===== src/rtl/core/srsa_pkg.sv =====
// shared types and constants of the small-modulus rsa block
package srsa_pkg;

	// result status codes
	localparam logic [2:0] ST_OK    = 3'd0;
	localparam logic [2:0] ST_BAD_P = 3'd1;
	localparam logic [2:0] ST_BAD_Q = 3'd2;
	localparam logic [2:0] ST_NO_E  = 3'd3;
	localparam logic [2:0] ST_NO_D  = 3'd4;

	// configuration register indexes
	localparam logic CFG_PRIME_P = 1'b0;
	localparam logic CFG_PRIME_Q = 1'b1;

	// request to the serial multiply-divide unit: q,r = (a*b + c) divmod m
	typedef struct packed {
		logic [31:0] a;
		logic [31:0] b;
		logic        c;
		logic [31:0] m;
	} mdu_req_t;

	typedef struct packed {
		logic [63:0] q;
		logic [31:0] r;
	} mdu_rsp_t;

endpackage


===== src/rtl/core/srsa_mdu.sv =====
// bit-serial multiply then restoring divide unit
module srsa_mdu (
	input  logic              clk,
	input  logic              arst_n,
	input  logic              start,
	input  srsa_pkg::mdu_req_t req,
	output logic              done,
	output srsa_pkg::mdu_rsp_t rsp
);
	import srsa_pkg::*;

	localparam logic [1:0] PH_IDLE = 2'd0;
	localparam logic [1:0] PH_MUL  = 2'd1;
	localparam logic [1:0] PH_DIV  = 2'd2;

	logic [1:0]  ph_q;
	logic [5:0]  cnt_q;
	logic [31:0] a_q;
	logic [31:0] b_q;
	logic        c_q;
	logic [31:0] m_q;
	logic [63:0] acc_q;
	logic [31:0] rem_q;
	logic        done_q;

	logic [63:0] mul_next;
	logic [32:0] rem_sh;
	logic        ge;
	logic [32:0] rem_new;

	// one multiplier bit per cycle, msb first
	assign mul_next = {acc_q[62:0], 1'b0} + (b_q[31] ? {32'd0, a_q} : 64'd0);

	// one quotient bit per cycle
	assign rem_sh  = {rem_q, acc_q[63]};
	assign ge      = rem_sh >= {1'b0, m_q};
	assign rem_new = ge ? (rem_sh - {1'b0, m_q}) : rem_sh;

	// sequencing of the two phases
	always_ff @(posedge clk or negedge arst_n) begin
		if (!arst_n) begin
			ph_q   <= PH_IDLE;
			cnt_q  <= '0;
			a_q    <= '0;
			b_q    <= '0;
			c_q    <= 1'b0;
			m_q    <= '0;
			acc_q  <= '0;
			rem_q  <= '0;
			done_q <= 1'b0;
		end else begin
			done_q <= 1'b0;
			unique case (ph_q)
				PH_IDLE: begin
					if (start) begin
						a_q   <= req.a;
						b_q   <= req.b;
						c_q   <= req.c;
						m_q   <= req.m;
						acc_q <= '0;
						cnt_q <= '0;
						ph_q  <= PH_MUL;
					end
				end
				PH_MUL: begin
					acc_q <= mul_next;
					b_q   <= {b_q[30:0], 1'b0};
					cnt_q <= cnt_q + 6'd1;
					if (cnt_q == 6'd31) begin
						acc_q <= mul_next + {63'd0, c_q};
						cnt_q <= '0;
						rem_q <= '0;
						ph_q  <= PH_DIV;
					end
				end
				PH_DIV: begin
					acc_q <= {acc_q[62:0], ge};
					rem_q <= rem_new[31:0];
					cnt_q <= cnt_q + 6'd1;
					if (cnt_q == 6'd63) begin
						ph_q   <= PH_IDLE;
						done_q <= 1'b1;
					end
				end
				default: ph_q <= PH_IDLE;
			endcase
		end
	end

	assign done  = done_q;
	assign rsp.q = acc_q;
	assign rsp.r = rem_q;

endmodule


===== src/rtl/core/small_rsa_keygen_and_modexp.sv =====
// top level: textbook rsa key setup and round trip over a small modulus
//
// Usage: write prime_p (index 0) and prime_q (index 1) on the cfg channel
// (cfg_ready is always high) while the block is idle. Each beat on the input
// channel carries one plaintext word; the block returns one result beat with
// ciphertext, recovered value, both exponents, modulus and status.
// Input is taken only while the sequencer is idle (in_stall low); the
// finished result sits in an output register, so the next plaintext can be
// taken while the result still waits on out_stall.
// Every arithmetic step runs on one shared bit-serial unit, which first
// multiplies and then divides. An item issues to it, in order and as far
// as it gets, trial divisions of both primes, the modulus and totient
// products, the gcd steps of the exponent search, the message reduction,
// the multiplies and squares of the public-exponent modexp, the inverse
// search tries and the multiplies and squares of the private-exponent modexp.
// One item is worked at a time.
// Reset: primes return to 61 and 53, no result is pending.
// When the receiver stalls, the result holds and the sequencer waits in
// its final state until the output register is free.
module small_rsa_keygen_and_modexp #(
	parameter int PRIME_BITS           = 16,
	parameter int INVERSE_SEARCH_LIMIT = 9
) (
	input  logic        clk,
	input  logic        arst_n,
	input  logic        cfg_valid,
	output logic        cfg_ready,
	input  logic        cfg_index,
	input  logic [15:0] cfg_data,
	input  logic        in_valid,
	output logic        in_stall,
	input  logic [31:0] plaintext,
	output logic        out_valid,
	input  logic        out_stall,
	output logic [31:0] ciphertext,
	output logic [31:0] recovered,
	output logic [31:0] public_exponent,
	output logic [31:0] private_exponent,
	output logic [31:0] modulus,
	output logic [2:0]  status
);
	import srsa_pkg::*;

	localparam logic [15:0] PMASK = (PRIME_BITS >= 16) ? 16'hFFFF
		: 16'((32'd1 << PRIME_BITS) - 32'd1);
	localparam int KW = $clog2(INVERSE_SEARCH_LIMIT + 2);
	localparam logic [KW-1:0] KLIM = KW'(INVERSE_SEARCH_LIMIT);

	localparam logic [4:0] S_IDLE        = 5'd0;
	localparam logic [4:0] S_PR_INIT     = 5'd1;
	localparam logic [4:0] S_PR_TEST     = 5'd2;
	localparam logic [4:0] S_PR_WAIT     = 5'd3;
	localparam logic [4:0] S_N           = 5'd4;
	localparam logic [4:0] S_N_WAIT      = 5'd5;
	localparam logic [4:0] S_T           = 5'd6;
	localparam logic [4:0] S_T_WAIT      = 5'd7;
	localparam logic [4:0] S_E_TEST      = 5'd8;
	localparam logic [4:0] S_G_TEST      = 5'd9;
	localparam logic [4:0] S_G_WAIT      = 5'd10;
	localparam logic [4:0] S_MSG         = 5'd11;
	localparam logic [4:0] S_MSG_WAIT    = 5'd12;
	localparam logic [4:0] S_PW_TEST     = 5'd13;
	localparam logic [4:0] S_PW_MUL_WAIT = 5'd14;
	localparam logic [4:0] S_PW_SQ       = 5'd15;
	localparam logic [4:0] S_PW_SQ_WAIT  = 5'd16;
	localparam logic [4:0] S_K_TEST      = 5'd17;
	localparam logic [4:0] S_K_WAIT      = 5'd18;
	localparam logic [4:0] S_DONE        = 5'd19;

	logic [4:0]  state_q;
	logic [15:0] cfg_p_q, cfg_q_q;
	logic [15:0] p_q, q_q;
	logic [31:0] msg_q;
	logic        which_q;
	logic [8:0]  f_q;
	logic [17:0] sq_q;
	logic [31:0] n_q, t_q, e_q, ga_q, gb_q, acc_q, base_q;
	logic [63:0] ex_q;
	logic        phase_q;
	logic [KW-1:0] k_q;
	logic [31:0] res_cipher_q, res_rec_q, res_pub_q, res_priv_q, res_mod_q;
	logic [2:0]  res_status_q;
	logic        out_valid_q;
	logic [31:0] ciphertext_q, recovered_q, public_exponent_q;
	logic [31:0] private_exponent_q, modulus_q;
	logic [2:0]  status_q;

	logic        u_start_q;
	mdu_req_t    u_req_q;
	logic        u_done;
	mdu_rsp_t    u_rsp;

	logic [15:0] pv;
	logic        in_acc;
	logic        out_free;

	assign pv        = which_q ? q_q : p_q;
	assign in_stall  = (state_q != S_IDLE);
	assign in_acc    = in_valid && !in_stall;
	assign out_free  = !out_valid_q || !out_stall;
	assign cfg_ready = 1'b1;

	srsa_mdu u_mdu (
		.clk    (clk),
		.arst_n (arst_n),
		.start  (u_start_q),
		.req    (u_req_q),
		.done   (u_done),
		.rsp    (u_rsp)
	);

	// configuration registers
	always_ff @(posedge clk or negedge arst_n) begin
		if (!arst_n) begin
			cfg_p_q <= 16'd61;
			cfg_q_q <= 16'd53;
		end else if (cfg_valid && cfg_ready) begin
			unique case (cfg_index)
				CFG_PRIME_P: cfg_p_q <= cfg_data;
				CFG_PRIME_Q: cfg_q_q <= cfg_data;
				default: ;
			endcase
		end
	end

	// main sequencer
	always_ff @(posedge clk or negedge arst_n) begin
		if (!arst_n) begin
			state_q      <= S_IDLE;
			u_start_q    <= 1'b0;
			u_req_q      <= '0;
			p_q          <= '0;
			q_q          <= '0;
			msg_q        <= '0;
			which_q      <= 1'b0;
			f_q          <= '0;
			sq_q         <= '0;
			n_q          <= '0;
			t_q          <= '0;
			e_q          <= '0;
			ga_q         <= '0;
			gb_q         <= '0;
			acc_q        <= '0;
			base_q       <= '0;
			ex_q         <= '0;
			phase_q      <= 1'b0;
			k_q          <= '0;
			res_cipher_q <= '0;
			res_rec_q    <= '0;
			res_pub_q    <= '0;
			res_priv_q   <= '0;
			res_mod_q    <= '0;
			res_status_q <= ST_OK;
		end else begin
			u_start_q <= 1'b0;
			unique case (state_q)
				S_IDLE: begin
					if (in_acc) begin
						p_q          <= cfg_p_q & PMASK;
						q_q          <= cfg_q_q & PMASK;
						msg_q        <= plaintext;
						which_q      <= 1'b0;
						res_cipher_q <= '0;
						res_rec_q    <= '0;
						res_pub_q    <= '0;
						res_priv_q   <= '0;
						res_mod_q    <= '0;
						state_q      <= S_PR_INIT;
					end
				end
				// trial division of the current candidate
				S_PR_INIT: begin
					f_q  <= 9'd2;
					sq_q <= 18'd4;
					if (pv < 16'd2) begin
						res_status_q <= which_q ? ST_BAD_Q : ST_BAD_P;
						state_q      <= S_DONE;
					end else begin
						state_q <= S_PR_TEST;
					end
				end
				S_PR_TEST: begin
					if (sq_q > {2'd0, pv}) begin
						if (!which_q) begin
							which_q <= 1'b1;
							state_q <= S_PR_INIT;
						end else if (q_q == p_q) begin
							res_status_q <= ST_BAD_Q;
							state_q      <= S_DONE;
						end else begin
							state_q <= S_N;
						end
					end else begin
						u_start_q <= 1'b1;
						u_req_q   <= '{a: {16'd0, pv}, b: 32'd1, c: 1'b0, m: {23'd0, f_q}};
						state_q   <= S_PR_WAIT;
					end
				end
				S_PR_WAIT: begin
					if (u_done) begin
						if (u_rsp.r == 32'd0) begin
							res_status_q <= which_q ? ST_BAD_Q : ST_BAD_P;
							state_q      <= S_DONE;
						end else begin
							sq_q    <= sq_q + 18'({f_q, 1'b0}) + 18'd1;
							f_q     <= f_q + 9'd1;
							state_q <= S_PR_TEST;
						end
					end
				end
				// modulus and totient
				S_N: begin
					u_start_q <= 1'b1;
					u_req_q   <= '{a: {16'd0, p_q}, b: {16'd0, q_q}, c: 1'b0, m: 32'd1};
					state_q   <= S_N_WAIT;
				end
				S_N_WAIT: begin
					if (u_done) begin
						n_q       <= u_rsp.q[31:0];
						res_mod_q <= u_rsp.q[31:0];
						state_q   <= S_T;
					end
				end
				S_T: begin
					u_start_q <= 1'b1;
					u_req_q   <= '{a: {16'd0, p_q - 16'd1}, b: {16'd0, q_q - 16'd1},
						c: 1'b0, m: 32'd1};
					state_q   <= S_T_WAIT;
				end
				S_T_WAIT: begin
					if (u_done) begin
						t_q     <= u_rsp.q[31:0];
						e_q     <= 32'd2;
						state_q <= S_E_TEST;
					end
				end
				// smallest exponent coprime to the totient
				S_E_TEST: begin
					if (e_q >= t_q) begin
						res_status_q <= ST_NO_E;
						state_q      <= S_DONE;
					end else begin
						ga_q    <= e_q;
						gb_q    <= t_q;
						state_q <= S_G_TEST;
					end
				end
				S_G_TEST: begin
					if (ga_q == 32'd0) begin
						if (gb_q == 32'd1) begin
							res_pub_q <= e_q;
							state_q   <= S_MSG;
						end else begin
							e_q     <= e_q + 32'd1;
							state_q <= S_E_TEST;
						end
					end else begin
						u_start_q <= 1'b1;
						u_req_q   <= '{a: gb_q, b: 32'd1, c: 1'b0, m: ga_q};
						state_q   <= S_G_WAIT;
					end
				end
				S_G_WAIT: begin
					if (u_done) begin
						gb_q    <= ga_q;
						ga_q    <= u_rsp.r;
						state_q <= S_G_TEST;
					end
				end
				// message reduced modulo n
				S_MSG: begin
					u_start_q <= 1'b1;
					u_req_q   <= '{a: msg_q, b: 32'd1, c: 1'b0, m: n_q};
					state_q   <= S_MSG_WAIT;
				end
				S_MSG_WAIT: begin
					if (u_done) begin
						base_q  <= u_rsp.r;
						acc_q   <= 32'd1;
						ex_q    <= {32'd0, e_q};
						phase_q <= 1'b0;
						state_q <= S_PW_TEST;
					end
				end
				// right-to-left square and multiply, one exponent bit per pass
				S_PW_TEST: begin
					if (ex_q == 64'd0) begin
						if (!phase_q) begin
							res_cipher_q <= acc_q;
							k_q          <= KW'(1);
							state_q      <= S_K_TEST;
						end else begin
							res_rec_q    <= acc_q;
							res_status_q <= ST_OK;
							state_q      <= S_DONE;
						end
					end else if (ex_q[0]) begin
						u_start_q <= 1'b1;
						u_req_q   <= '{a: acc_q, b: base_q, c: 1'b0, m: n_q};
						state_q   <= S_PW_MUL_WAIT;
					end else begin
						state_q <= S_PW_SQ;
					end
				end
				S_PW_MUL_WAIT: begin
					if (u_done) begin
						acc_q   <= u_rsp.r;
						state_q <= S_PW_SQ;
					end
				end
				S_PW_SQ: begin
					u_start_q <= 1'b1;
					u_req_q   <= '{a: base_q, b: base_q, c: 1'b0, m: n_q};
					state_q   <= S_PW_SQ_WAIT;
				end
				S_PW_SQ_WAIT: begin
					if (u_done) begin
						base_q  <= u_rsp.r;
						ex_q    <= {1'b0, ex_q[63:1]};
						state_q <= S_PW_TEST;
					end
				end
				// bounded search for the private exponent
				S_K_TEST: begin
					if (k_q > KLIM) begin
						res_status_q <= ST_NO_D;
						state_q      <= S_DONE;
					end else begin
						u_start_q <= 1'b1;
						u_req_q   <= '{a: t_q, b: 32'(k_q), c: 1'b1, m: e_q};
						state_q   <= S_K_WAIT;
					end
				end
				S_K_WAIT: begin
					if (u_done) begin
						if (u_rsp.r == 32'd0) begin
							res_priv_q <= u_rsp.q[31:0];
							ex_q       <= u_rsp.q;
							base_q     <= res_cipher_q;
							acc_q      <= 32'd1;
							phase_q    <= 1'b1;
							state_q    <= S_PW_TEST;
						end else begin
							k_q     <= k_q + KW'(1);
							state_q <= S_K_TEST;
						end
					end
				end
				S_DONE: begin
					if (out_free) state_q <= S_IDLE;
				end
				default: state_q <= S_IDLE;
			endcase
		end
	end

	// output register
	always_ff @(posedge clk or negedge arst_n) begin
		if (!arst_n) begin
			out_valid_q        <= 1'b0;
			ciphertext_q       <= '0;
			recovered_q        <= '0;
			public_exponent_q  <= '0;
			private_exponent_q <= '0;
			modulus_q          <= '0;
			status_q           <= ST_OK;
		end else begin
			if (out_valid_q && !out_stall) out_valid_q <= 1'b0;
			if (state_q == S_DONE && out_free) begin
				out_valid_q        <= 1'b1;
				ciphertext_q       <= res_cipher_q;
				recovered_q        <= res_rec_q;
				public_exponent_q  <= res_pub_q;
				private_exponent_q <= res_priv_q;
				modulus_q          <= res_mod_q;
				status_q           <= res_status_q;
			end
		end
	end

	assign out_valid        = out_valid_q;
	assign ciphertext       = ciphertext_q;
	assign recovered        = recovered_q;
	assign public_exponent  = public_exponent_q;
	assign private_exponent = private_exponent_q;
	assign modulus          = modulus_q;
	assign status           = status_q;

	// accepted beat leaves the sequencer busy
	a_busy_after_accept: assert property (@(posedge clk) disable iff (!arst_n)
		in_acc |=> (state_q != S_IDLE))
		else $error("sequencer idle right after accepting a beat");

	// unit completes only while the sequencer waits for it
	a_done_in_wait: assert property (@(posedge clk) disable iff (!arst_n)
		u_done |-> (state_q == S_PR_WAIT || state_q == S_N_WAIT ||
			state_q == S_T_WAIT || state_q == S_G_WAIT ||
			state_q == S_MSG_WAIT || state_q == S_PW_MUL_WAIT ||
			state_q == S_PW_SQ_WAIT || state_q == S_K_WAIT))
		else $error("arithmetic unit finished outside a wait state");

	// a bad first prime gives a zero modulus and a zero public exponent
	a_bad_p_zero: assert property (@(posedge clk) disable iff (!arst_n)
		(out_valid_q && status_q == ST_BAD_P) |->
			(modulus_q == 32'd0 && public_exponent_q == 32'd0))
		else $error("bad first prime with nonzero fields");

endmodule


===== config.mk =====
export PLATFORM = sky130hd
export DESIGN_NAME = small_rsa_keygen_and_modexp
export DESIGN_NICKNAME = d
export VERILOG_FILES = /design/src/rtl/core/srsa_pkg.sv /design/src/rtl/core/srsa_mdu.sv /design/src/rtl/core/small_rsa_keygen_and_modexp.sv
export SDC_FILE = /design/constraint.sdc
export NUM_CORES = 2
export LEC_CHECK = 0
export BUFFER_PORTS_ARGS = -buffer_cell sky130_fd_sc_hd__buf_2
export CORE_ASPECT_RATIO = 2
export CORE_UTILIZATION = 25
export CTS_BUF_LIST = sky130_fd_sc_hd__clkbuf_4 sky130_fd_sc_hd__clkbuf_8
export CTS_CLUSTER_SIZE = 16
export DETAILED_ROUTE_END_ITERATION = 8
export SYNTH_ARGS = -nofsm -noshare
export SYNTH_HDL_FRONTEND = slang
export SYNTH_HIERARCHICAL = 1
export SYNTH_SLANG_ARGS = --single-unit

===== constraint.sdc =====
create_clock -name clk -period 9.9 [get_ports clk]
set_clock_uncertainty 0.05 [all_clocks]
set_input_delay 1.98 -clock clk [delete_from_list [all_inputs] [get_ports clk]]
set_output_delay 1.98 -clock clk [all_outputs]
set_load 0.005 [all_outputs]

Yosys cells after proc, flatten, opt, wreduce, memory -nomap -nowiden

Index checks and enable logic that the tools add are counted.
W data, S select, Z words.

$add $sub $neg: 11
Order comparisons: 5
Equality and inequality tests: 61
Muxes and demuxes: 123
Bitwise operators: 1
Reductions and logical operators: 61

Operators with widths:

| kind                    | number |
|---|---|
| $mux W32                | 26 |
| $pmux W97 S8            | 1 |
| $pmux W32 S2            | 11 |
| $mux W97                | 5 |
| $mux W64                | 6 |
| $pmux W64 S3            | 2 |
| $pmux W32 S3            | 1 |
| $pmux W5 S19            | 1 |
| $mux W5                 | 18 |
| $add A64 B1 Y64         | 1 |
| $add A64 B64 Y64        | 1 |
| $logic_not A32 Y1       | 2 |
| $logic_not A64 Y1       | 1 |
| $ne A2 B2 Y1 const B    | 25 |
| $eq A5 B4 Y1 const B    | 8 |
| $mux W18                | 2 |
| $pmux W18 S2            | 1 |
| $ge A33 B32 Y1          | 1 |
| $add A32 B1 Y32 const B | 1 |
| $eq A32 B1 Y1 const B   | 1 |
| $ge A32 B32 Y1          | 1 |
| $sub A16 B1 Y16 const B | 2 |
| $sub A32 B32 Y32        | 1 |
| $mux W3                 | 10 |
| 51 further kinds        | 133 |

Register bits after elaboration: 1049
Input bits: 54
Output and inout port bits: 166
Word-level logic and storage cells: 308

Depth between registers and ports, before layout

Depth in word-level cells: 5
Gate-level depth with buffers: 17
Mapped depth without buffers: 15

Modules after synthesis

Netlist, hierarchy kept.

Modules (own cells, without submodules):

| module                      | instances | cells an instance | area each (um^2) | seq. area each (um^2) |
|---|---|---|---|---|
| small_rsa_keygen_and_modexp | 1         | 3792              | 39122.5          | 21206.6 |
| srsa_mdu                    | 1         | 1763              | 15257.1          | 5054.8 |

Worst setup path before layout

OpenSTA, ideal clock, no wires.

Path type: register to register
Start point: register u_mdu.b_q[31]
End point: register u_mdu.acc_q[52]
Library setup time: 0.130 ns
Data arrival time: 4.287 ns
Required time: 9.720 ns
Path slack: 5.432 ns
Stages on the path, launching flop included: 17
Buffers on the path: 1
Clock period less this slack: 4.468 ns
Cell sequence: dfrtp_1 > and2_1 > ha_1 > fa_1 > a211oi_2 > o21ai_1 > a221oi_2 > nor4_2 > o21ai_2 > a21oi_1 > xor2_1 > o211ai_1 > or4_1 > buf_2 > or4_4 > xnor2_1 > o21ai_1

Longest elaborated chain between the ends: 5

Ends and longest elaborated chain:

| element                | RTL line       | text |
|---|---|---|
| from (decl)            | srsa_mdu.sv:19 | `logic [31:0] b_q;` |
| from (signal assigned) | srsa_mdu.sv:57 | `b_q <= req.b;` |
| from (signal assigned) | srsa_mdu.sv:67 | `b_q <= {b_q[30:0], 1'b0};` |
| $mux W32 (*)           | srsa_mdu.sv:32 | `assign mul_next = {acc_q[62:0], 1'b0} + (b_q[31] ? {32'd0, a_q} : 64'd0);` |
| $add A64 B64 Y64 (*)   | srsa_mdu.sv:32 |  |
| $add A64 B1 Y64        | srsa_mdu.sv:70 | `acc_q <= mul_next + {63'd0, c_q};` |
| $mux W64 (*)           | srsa_mdu.sv:69 | `if (cnt_q == 6'd31) begin` |
| $pmux W64 S3 (*)       | srsa_mdu.sv:53 | `unique case (ph_q)` |
| to (signal assigned)   | srsa_mdu.sv:66 | `acc_q <= mul_next;` |
| to (signal assigned)   | srsa_mdu.sv:70 |  |
| to (signal assigned)   | srsa_mdu.sv:77 | `acc_q <= {acc_q[62:0], ge};` |
| to (decl)              | srsa_mdu.sv:22 | `logic [63:0] acc_q;` |

Every way passes the cells marked *; elsewhere a longest branch is shown, timed or not.
A chain may end at the register's enable or synchronous reset.

Worst setup path after layout

Start point: register u_mdu.b_q[31]
End point: register u_mdu.acc_q[56]

The elaborated chain is that of the path after synthesis.

==> impl_results.md <==
- Status: complete, but fails checks
- Failing checks: capacitance limit
- WL met3: 10.4 mm
- Synth Flop Type: dfrtp_1
- Clock sink count: 1049
- Initial DRC Count: 3065
- Worst min-delay path category: reg2reg
- Total Routing Usage GR: 20.2%
- TritonCTS clock tree: done
- Synth warnings: 6
- First drt pass iteration count: 6
- Max FFs per register: 97
- RePlAce Congestion: 0.987
- RSZ-0062 raised after global routing: false
- Root buf cell: clkbuf_8
- Fill cells: 22.8k
- Largest net degree at the start of global routing: 172
- Period utilization: 67.4%
- Crit start category: flip-flop
- Vias in the first global route: 45.7k
- Yosys reg bits: 1049
- Synth area leader: dfrtp_1
- DRT met1 WL: 78.8 mm
- Largest fanout on the critical path: 33
- Worst VDD drop: 0.159 mV
- Synth cell types: 114
- Leak: 27.2 nW
- Max Clock Freq: 150 MHz
- Critical path capture point type: flip-flop
- Total CTS buffers: 165
- Data required, critical path: 10640 ps
- Antenna violations before repair: 11
- Share of layout cells above drive strength 1: 20.0%
- Register area share after synthesis: 48.3%
- WP data arrival: 7420 ps
- Area Growth Syn to Fin: 14.1%
- First-pass GRT wire length: 325 mm
- Post-synth ARST share: 100%
- Vias per cell: 5.20
- Residual DRC: 0
- CP Cell Sequence: and2_1, ha_1, a211oi_4, o21ai_4, a2111oi_2, nor4_1, a31oi_1, nand4b_1, nor4_2, nand4_1, nor4_2, nand2_1, or4_1, nand3_1
- DR WL/cell: 26.1 um
- Most frequent cell on the critical path: nor4_2
- Worst path slowest cell: a2111oi_2
- Global route overflow: 0
- Synth area leaders: dfrtp_1 48%, mux2_2 8.7%, nand2_1 7.1%, o21ai_0 4.6%, ha_1 3.1%
- Clock-pin transition on the worst setup and hold timing paths: 70 ps
- Die width: 332 um
- CTS Buffer Depth: 4
- Setup bufs post-CTS: 0
- Net count after synthesis: 5745
- Top Layer Used: met5
- Ports: 220
- Final ANT Viol Nets: 0
- Hold_buf cts: 0
- Synth top area share: 47.9%
- H-tree levels: 4
- Core box area: 0.216 mm^2
- Maxcap violations: 1
- CP Class: reg2reg
- Worst-Margin Slew: 1490 ps
- # rows: 241
- Final hold vios: 0
- Cts repair resizes: 0
- EDFF count, synth: 0
- Mapped Area: 0.0544 mm^2
- Largest regs: u_req_q (97), ex_q (64), u_mdu/acc_q (64)
- Routed WL: 225 mm
- Die area: 0.219 mm^2
- Reg with most FFs: u_req_q
- DIE HEIGHT: 662 um
- Vias: 44.7k
- Setup violations, final: 0
- Starting Density: 25.2%
- Port Buffers: 218
- Min Hold Slack: 396 ps
- Critical Path Max Stage Delay: 1310 ps
- Fin crit period: 6680 ps
- Avg Inst Size Synth: 9.79 um^2
- Final nets: 5865
- DR WL met2: 111 mm
- Pins Over Slew Limit: 0
- Relative slew slack: 0.251%
- Post-DP HPWL: 168 mm
- Pwr dens: 233 mW/mm^2
- Setup TNS: 0 ps
- Worst-Skew Late Latency: 930 ps
- Mapped Cells: 5555
==> worst paths after layout <==
kind,endpoint,from,slack [ps],cells after the start
setup reg to reg,u_mdu/acc_q[56],u_mdu/b_q[31],3220,14
setup / recovery,u_mdu/acc_q[56],u_mdu/b_q[31],3220,14
hold / removal,modulus[5],res_mod_q[5],400,1
min in group asynchronous,msg_q[9],arst_n,1010,1
max in group asynchronous,u_mdu/acc_q[58],arst_n,6480,3
hold reg to reg,modulus[5],res_mod_q[5],400,1
==> through the flow <==
stage	worst slack [ps]	power [mW]	util [%]	instances	instance area, um^2
6_report	3220	14.5	28.7	8597	62000
5_1_grt	3020	15.2	28.7	8593	62000
4_1_cts	3470	14.5	28.7	8591	62000
3_5_place_dp	3480	10.3	27.1	8302	58500
3_3_place_gp	3420	10.3	27.1	8302	58500
2_1_floorplan	5430	8.35	-	5555	54400
==> final cells by class <==
cell class                 count  area (um^2)  area share, %
antenna                        6         15.0         0.0242
clock buffer                 245         3110           5.01
clock inverter                44          435          0.702
inverter                     137          514          0.829
multi-input combinational   4002        26300           42.3
sequential                  1049        26300           42.3
tap                         2794         3500           5.63
timing repair buffer         320         1940           3.13
==> worst max-delay path, delay by kind of cell (launching register included) <==
family / cells / cell delay, ps
fa+ha+maj: 1 / 290
compound gates: 4 / 2060
flops: 1 / 1050
simple gates: 9 / 3080
==> cells in the final DEF (no fill, tap or decap), types with 73 or more instances in the layout <==
master    count
a21oi_1     171
a22oi_1     132
buf_2       217
buf_4        96
clkbuf_8    203
dfrtp_1    1039
ha_1        131
inv_1       134
mux2_2      422
mux2i_1     103
nand2_1    1022
nand3_1     108
nand4_1      75
nor2_1      248
o21ai_0     498
xnor2_1     105
xor2_1       73
==> layer usage <==
metal  track usage [%]  vias up
met4              19.3        8
li1                  -    20100
met3              3.24      664
met5                 0        -
met1              20.5    22400
met2              35.1     1556
==> where the power goes <==
part	switching (mW)	internal (mW)	total (mW)
registers	0.818	4.83	5.65
clock network	1.89	2.20	4.10
logic	3.15	1.58	4.73
==> synth_stat cells, types with 23 or more instances <==
| library cell | number |
|---|---|
| a211oi_1 | 30 |
| a21o_1 | 42 |
| a21oi_1 | 174 |
| a221oi_1 | 30 |
| a222oi_1 | 36 |
| a22o_1 | 65 |
| a22oi_1 | 132 |
| a31oi_1 | 55 |
| and2_1 | 51 |
| and3_1 | 23 |
| buf_2 | 59 |
| clkbuf_1 | 272 |
| dfrtp_1 | 1040 |
| ha_1 | 133 |
| inv_1 | 134 |
| mux2_2 | 422 |
| mux2i_1 | 104 |
| nand2_1 | 1026 |
| nand2b_1 | 24 |
| nand3_1 | 109 |
| nand4_1 | 75 |
| nor2_1 | 259 |
| nor3_1 | 57 |
| nor4_1 | 71 |
| o21ai_0 | 498 |
| o31ai_1 | 33 |
| or3_1 | 30 |
| or4_1 | 26 |
| xnor2_1 | 105 |
| xor2_1 | 73 |
==> cells by family (layout without fill, tap and decap cells) <==
family,after synthesis,after routing,share of synthesized area (%)
muxes,528,528,10.7
adders and majority gates,136,136,3.17
buffers and inverters,504,746,3.79
other,1,7,0.00690
DFF,1049,1049,48.3
and+or+nand+nor,1860,1860,15.6
AOI/OAI and AO/OA,1299,1299,15.6
xor gates and xnor gates,178,178,2.87
No activity file was read; power rests on OpenSTA's default activity.
